### config.mk
export PLATFORM = sky130hd
export DESIGN_NAME = dpwp_cam_axis
export DESIGN_NICKNAME = d
export VERILOG_FILES = /design/src/design/dpwp_pkg.sv /design/src/design/dpwp_cam_axis.sv
export SDC_FILE = /design/constraint.sdc
export NUM_CORES = 2
export LEC_CHECK = 0
export ABC_AREA = 1
export BUFFER_PORTS_ARGS = -buffer_cell sky130_fd_sc_hd__buf_2
export CAP_MARGIN = 20
export CORE_ASPECT_RATIO = 1.2
export CORE_UTILIZATION = 30
export DETAILED_ROUTE_END_ITERATION = 10
export SLEW_MARGIN = 20
export SYNTH_ARGS = -nofsm -noshare
export SYNTH_HDL_FRONTEND = slang
export SYNTH_SLANG_ARGS = --single-unit
### constraint.sdc
create_clock -name clock -period 9.53 [get_ports clock]
set_input_delay 0.4765 -clock clock [delete_from_list [all_inputs] [get_ports clock]]
set_output_delay 0.4765 -clock clock [all_outputs]
set_load 0.02 [all_outputs]
### src/design/dpwp_pkg.sv
package dpwp_pkg;

   localparam int IMAGE_WIDTH  = 848;
   localparam int IMAGE_HEIGHT = 480;
   localparam int MARGIN       = 5;
   localparam int STRIDE       = 2;
   localparam int LIMIT_W      = 13;

   localparam int CSR_INDEX_W = 3;
   localparam logic [CSR_INDEX_W-1:0] CSR_DEPTH_MIN  = 3'd0;
   localparam logic [CSR_INDEX_W-1:0] CSR_DEPTH_MAX  = 3'd1;
   localparam logic [CSR_INDEX_W-1:0] CSR_PRINCIPAL  = 3'd2;
   localparam logic [CSR_INDEX_W-1:0] CSR_INV_FOCAL  = 3'd3;
   localparam logic [CSR_INDEX_W-1:0] CSR_ROW_X      = 3'd4;
   localparam logic [CSR_INDEX_W-1:0] CSR_ROW_Y      = 3'd5;
   localparam logic [CSR_INDEX_W-1:0] CSR_ROW_Z      = 3'd6;

   localparam logic [15:0] DEPTH_MIN_RESET = 16'd100;
   localparam logic [15:0] DEPTH_MAX_RESET = 16'd3500;

   localparam logic [63:0] CAM_ROUND   = 64'h0000_0000_0008_0000;
   localparam logic [62:0] WORLD_ROUND = 63'h0000_0000_2000_0000;
   localparam logic signed [32:0] WORLD_MAX = 33'sd32767;
   localparam logic signed [32:0] WORLD_MIN = -33'sd32768;

   typedef struct packed {
      logic mul_en;
      logic mag_en;
      logic rnd_en;
   } cam_en_type;

   typedef struct packed {
      logic prod_en;
      logic sum_en;
   } world_en_type;

endpackage

### src/design/dpwp_cam_axis.sv
module dpwp_cam_axis (
   input  logic                     clock,
   input  dpwp_pkg::cam_en_type     en,
   input  logic signed [17:0]       offset_q4,
   input  logic [15:0]              depth,
   input  logic [31:0]              inv_focal,
   output logic signed [44:0]       cam
);

   logic signed [32:0] t_ff, t_in;
   logic               neg_ff, neg_in;
   logic [63:0]        prod_ff, prod_in;
   logic signed [44:0] cam_ff, cam_in;
   logic signed [34:0] t_full;
   logic [32:0]        t_abs;
   logic [63:0]        rounded;
   logic [43:0]        mag_r;

   always_comb begin
      t_full  = offset_q4 * $signed({1'b0, depth});
      t_in    = 33'(t_full);
      neg_in  = t_ff[32];
      t_abs   = neg_in ? 33'(-t_ff) : t_ff;
      prod_in = t_abs[31:0] * inv_focal;
      // magnitude rounded half away from zero
      rounded = prod_ff + dpwp_pkg::CAM_ROUND;
      mag_r   = rounded[63:20];
      cam_in  = neg_ff ? -$signed({1'b0, mag_r}) : $signed({1'b0, mag_r});
   end

   always_ff @(posedge clock) begin
      if (en.mul_en) begin
         t_ff <= t_in;
      end
      if (en.mag_en) begin
         prod_ff <= prod_in;
         neg_ff  <= neg_in;
      end
      if (en.rnd_en) begin
         cam_ff <= cam_in;
      end
   end

   assign cam = cam_ff;

endmodule

# Yosys cells after proc, flatten, opt, wreduce, memory -nomap -nowiden
# Index checks and enable logic that the tools add are counted.
[totals]
ff_bits = 143
in_bits = 70
elab_cells = 12
[classes]
add_sub_neg = 3
mul = 2
muxes = 2
[op_table]
columns = ["cell", "count"]
rows = [
  ["64-bit by 20-bit adder with 64-bit output, second input constant", 1],
  ["32-bit by 32-bit multiplier with 64-bit output", 1],
  ["44-bit negator with 45-bit output", 1],
  ["44-bit 2-to-1 mux", 1],
  ["18-bit by 17-bit multiplier with 33-bit output", 1],
  ["32-bit 2-to-1 mux", 1],
  ["32-bit negator", 1],
]

# Longest topological paths before layout
[depth]
word_depth = 3
depth_mapped = 45
mapped_depth_nobuf = 42

# Worst setup path before layout
# OpenSTA, ideal clock, no wires.
[synth_timing]
kind = "flip-flop to flip-flop"
from = "reg t_ff[0]"
to = "reg prod_ff[46] (data pin)"
setup_ns = 0.265
t_arrival_ns = 7.880
setup_slack_ns = 1.385
path_stages_with_launch = 38
n_path_buf = 3
synth_period_minus_slack_ns = 8.145
path_cell_list = "edfxtp_1 -> buf_6 -> clkbuf_1 -> inv_1 -> ha_1 -> inv_1 -> nor3_2 -> inv_2 -> nor2_4 -> nand2_2 -> nor2_2 -> nand2_2 -> o21ai_2 -> nand2_2 -> xor2_1 -> clkbuf_1 -> nor2_1 -> fa_1 -> (+2 left out) -> fa_1 -> fa_1 -> inv_1 -> fa_1 -> fa_1 -> fa_1 -> inv_1 -> fa_1 -> inv_1 -> ha_1 -> a21oi_1 -> o21a_1 -> inv_1 -> a21oi_1 -> o21ai_0 -> a21oi_1 -> o21ai_0 -> xor2_1"
[synth_between]
elab_chain_cells = 3
[synth_rtl]
columns = ["element", "line", "rtl"]
rows = [
  ["start, declared", "dpwp_cam_axis.sv:10", "logic signed [32:0] t_ff, t_in;"],
  ["start signal, assigned", "dpwp_cam_axis.sv:33", "t_ff <= t_in;"],
  ["32-bit negator", "dpwp_cam_axis.sv:23", "t_abs = neg_in ? 33'(-t_ff) : t_ff;"],
  ["32-bit 2-to-1 mux (*)", "dpwp_cam_axis.sv:23", ""],
  ["32-bit by 32-bit multiplier with 64-bit output (*)", "dpwp_cam_axis.sv:24", "prod_in = t_abs[31:0] * inv_focal;"],
  ["via prod_in[46]", "dpwp_cam_axis.sv:12", "logic [63:0] prod_ff, prod_in;"],
  ["end signal, assigned", "dpwp_cam_axis.sv:36", "prod_ff <= prod_in;"],
  ["end, declared", "dpwp_cam_axis.sv:12", ""],
]
# The timed path passes the listed nets; every way through them passes the cells marked *.
# A chain may end at the register's enable or synchronous reset.

# Final worst setup path
[layout_timing]
from = "reg t_ff[2]"
to = "reg prod_ff[46] (data pin)"
# Same word-level chain as after synthesis.

==> run summary <==
RUN STATUS
--------------------------------------------------------------------------------------
Result of the run ....................................................... complete, no violations

CTS
--------------------------------------------------------------------------------------
Root buf cell ........................................................... sky130_fd_sc_hd__clkbuf_16
Number of clock sinks seen by CTS .......................................          124
Number of post-CTS setup repair buffers .................................            0
CTS resizes .............................................................            0
Post-CTS Hold Fix Bufs ..................................................            0
Insertion delay of the later-clocked pin in the worst-skew pair .........      0.49 ns
Number of CTS-inserted buffers ..........................................           17
Clock slew at the register clock pins of the worst setup and hold paths .      0.08 ns
Deepest clock path buffer count .........................................            2
H-tree depth ............................................................            4
Clock tree from TritonCTS ...............................................        built

DETAILED ROUTING
--------------------------------------------------------------------------------------
Starting DRC count in detailed routing ..................................         2960
Detailed Routing Iterations Pass 1 ......................................            6
Detailed Route WL .......................................................       173 mm
Number of nets with antenna violations after routing ....................            0
Number of vias after detailed routing ...................................        41900
Average vias per placed instance ........................................         4.83
Remaining routing DRC violations ........................................            0
Detail-routed net length per standard cell ..............................      20.0 µm

STA
--------------------------------------------------------------------------------------
RSZ-0062 raised after global routing ....................................           no
Shortest clock period the worst path allows after layout ................      9.05 ns
Crit share post-route ...................................................        94.9%
Post-route setup TNS ....................................................         0 ns
Slew of the pin with the lowest slew margin .............................      1.14 ns
Fin. Hold Viols .........................................................            0
Slew margin rel. ........................................................        24.2%
Worst clock skew ........................................................    0.0196 ns
Max-slew violation count ................................................            0
Upper clock frequency limit .............................................      111 MHz
Setup violators final ...................................................            0

RUN
--------------------------------------------------------------------------------------
# Max-Cap Violations ....................................................            0

SYNTHESIS
--------------------------------------------------------------------------------------
Distinct cell type count after synthesis ................................           54
Predominant post-synthesis flop cell .................................... sky130_fd_sc_hd__edfxtp_1
Synthesized instance count ..............................................         6403
Proportion of netlist area held by the largest area contributor .........        45.9%
Netlist Area Pre-Place ..................................................    51300 µm²
Top area cells in the synthesized netlist ............................... sky130_fd_sc_hd__fa_1 (46%), sky130_fd_sc_hd__inv_1 (12%), sky130_fd_sc_hd__nand2_1 (9.5%)
Average size of a mapped cell ...........................................     8.01 µm²
Synth cell count leaders ................................................ sky130_fd_sc_hd__inv_1 (1620), sky130_fd_sc_hd__nand2_1 (1304), sky130_fd_sc_hd__fa_1 (1176)
Count leader, synth ..................................................... sky130_fd_sc_hd__inv_1
Async set-or-reset flop fraction in the synthesized netlist .............           0%
Total nets after synthesis ..............................................         7996
Post-synth top area cell ................................................ sky130_fd_sc_hd__fa_1
Sequential-to-total area share from yosys stat ..........................        7.26%
Synthesis-stage register bit count ......................................          124
Syn. warnings ...........................................................            0
Number of enable flip-flop cells after synthesis ........................          124

CELLS AND AREA
--------------------------------------------------------------------------------------
Combined flip-flop and latch cell area ..................................     3720 µm²
Share of final-layout standard cells stronger than drive strength 1 .....        5.00%
FILL cells ..............................................................        17900
Final #Nets .............................................................         7994
Area added between synthesis and finish .................................        7.67%
Multi-input gate area ...................................................    40400 µm²

PLACED DESIGN
--------------------------------------------------------------------------------------
Final weighted congestion of routability-driven global placement ........         1.02
Port Buf Inserts ........................................................          114
Half-perimeter wire length after detailed placement .....................       148 mm

CRITICAL PATH
--------------------------------------------------------------------------------------
Data arrival time at the worst-slack endpoint ...........................      9.27 ns
End of the worst register-to-register path .............................. prod_ff[46]$_DFFE_PP_
Data required, critical path ............................................      9.76 ns
Worst path most repeated cell ........................................... sky130_fd_sc_hd__fa_1
Worst Setup Path Type ................................................... register to register
Reg2reg start ........................................................... t_ff[2]$_DFFE_PP_
Kind of start point of the critical path ................................     register
Worst-path fanout max ...................................................           10
CP max stage delay ......................................................      0.62 ns
Setup slack on the worst flop-to-flop path ..............................      0.48 ns
Master of the slowest instance on the critical path ..................... sky130_fd_sc_hd__fa_1
Cells on worst reg2reg path .............................................           35
Type of destination of the critical path ................................     register

GLOBAL ROUTE
--------------------------------------------------------------------------------------
Global-route usage over all layers ......................................        20.6%
Sum of overflow across all layers after global routing ..................            0
Pin count of the biggest net entering global routing ....................           47
Antenna violations before repair ........................................           18
Via count of the first global-routing pass ..............................        45400
Wire length of the first global-routing pass ............................       266 mm

FLOORPLANNING
--------------------------------------------------------------------------------------
Height of the die .......................................................       455 µm
Width of the die ........................................................       379 µm
Core footprint ..........................................................   169000 µm²
Initial core utilization ................................................        30.3%
Area of the die .........................................................   173000 µm²
Rows ....................................................................          165
Number of placed I/O pins ...............................................          115

HOLD PATH
--------------------------------------------------------------------------------------
Class of the tightest hold or removal check ............................. input port to register
Hold-critical path depth ................................................            3
Worst hold start ........................................................     depth[0]
End point of the most critical hold path ................................ t_ff[0]$_DFFE_PP_

[cells in the final DEF (no fill, tap or decap), types with 20 or more instances in the layout]
| cell type | synthesis | layout |
|---|---|---|
| sky130_fd_sc_hd__inv_1 | 1620 | 1618 |
| sky130_fd_sc_hd__nand2_1 | 1304 | 1304 |
| sky130_fd_sc_hd__fa_1 | 1176 | 1176 |
| sky130_fd_sc_hd__nor2_1 | 872 | 872 |
| sky130_fd_sc_hd__ha_1 | 347 | 347 |
| sky130_fd_sc_hd__a21oi_1 | 129 | 128 |
| sky130_fd_sc_hd__nand3_1 | 127 | 127 |
| sky130_fd_sc_hd__edfxtp_1 | 124 | 124 |
| sky130_fd_sc_hd__buf_2 | 22 | 114 |
| sky130_fd_sc_hd__buf_4 | 5 | 113 |
| sky130_fd_sc_hd__o21ai_0 | 91 | 91 |
| sky130_fd_sc_hd__xor2_1 | 80 | 79 |
| sky130_fd_sc_hd__nand4_1 | 43 | 43 |
| sky130_fd_sc_hd__xnor2_1 | 41 | 41 |
| sky130_fd_sc_hd__nor3_1 | 22 | 22 |
| sky130_fd_sc_hd__clkinv_1 | 20 | 20 |
[worst max-delay path by stage]
stage / depth (start not counted) / to / from
final: 35 / prod_ff[46]$_DFFE_PP_ / t_ff[2]$_DFFE_PP_
after global routing: 35 / prod_ff[46]$_DFFE_PP_ / t_ff[2]$_DFFE_PP_
after CTS: 35 / prod_ff[58]$_DFFE_PP_ / t_ff[2]$_DFFE_PP_
after detailed placement: 35 / prod_ff[58]$_DFFE_PP_ / t_ff[2]$_DFFE_PP_
after global placement: 35 / prod_ff[58]$_DFFE_PP_ / t_ff[2]$_DFFE_PP_
after floorplan: 37 / prod_ff[46]$_DFFE_PP_ / t_ff[0]$_DFFE_PP_
[through the flow]
stage | utilization (%) | hold WS [ns] | cells | worst slack, ns | instance area [µm²]
finish | 32.7 | 0.517 | 8678 | 0.485 | 55200
global route | 32.7 | 0.544 | 8670 | 0.00511 | 55200
CTS | 32.6 | 0.487 | 8668 | 0.450 | 55200
detailed placement | 32.3 | 0.634 | 8636 | 0.488 | 54600
global placement | 32.3 | 0.634 | 8636 | 0.476 | 54600
floorplan | - | 0.528 | 6403 | 1.39 | 51300
[kinds of logic (layout without fill, tap and decap cells)]
group,count (synthesis),count (layout),share of synthesized area [%]
DFF,124,124,7.26
and+or+nand+nor,2433,2433,18.8
AOI/OAI and AO/OA,301,301,3.32
xor gates and xnor gates,124,124,2.16
buffers and inverters,1898,1909,14.0
other,0,10,0
adders and majority gates,1523,1523,54.4
[worst max-delay path: cells and delay by family, from the launching register on]
kind | cells | cell delay (ns)
buffers and inverters | 8 | 1.18
adder cells (fa/ha/maj) | 9 | 4.42
flip-flops | 1 | 0.48
AND/OR/NAND/NOR | 11 | 1.28
AO/OA/AOI/OAI | 6 | 1.20
XOR/XNOR | 1 | 0.16
[state kept, by name, summed over array words and instances (netlist names)]
| name | count |
|---|---|
| neg_ff | 1 |
| prod_ff | 45 |
| cam | 45 |
| t_ff | 33 |
[cell type report]
type,count,area share [%]
Clock inverter,14,0.338
Multi-Input combinational cell,4381,73.1
Timing Repair Buffer,229,2.63
Antenna cell,10,0.0453
Inverter,1648,11.2
Clock buffer,18,0.777
Sequential cell,124,6.74
Tap cell,2254,5.11
[metal layers]
layer  up-vias  part of all wire, %  track usage, %
met5         -                0.046               0
met1     21300                   37            23.6
met2      1620                   49            36.1
met3       469                  6.8            3.34
met4        10                  6.6            11.7
li1      18500                    -               -
Power is not shown: default switching activity piles up to over one toggle a cycle in this logic, so the estimate is an artifact.
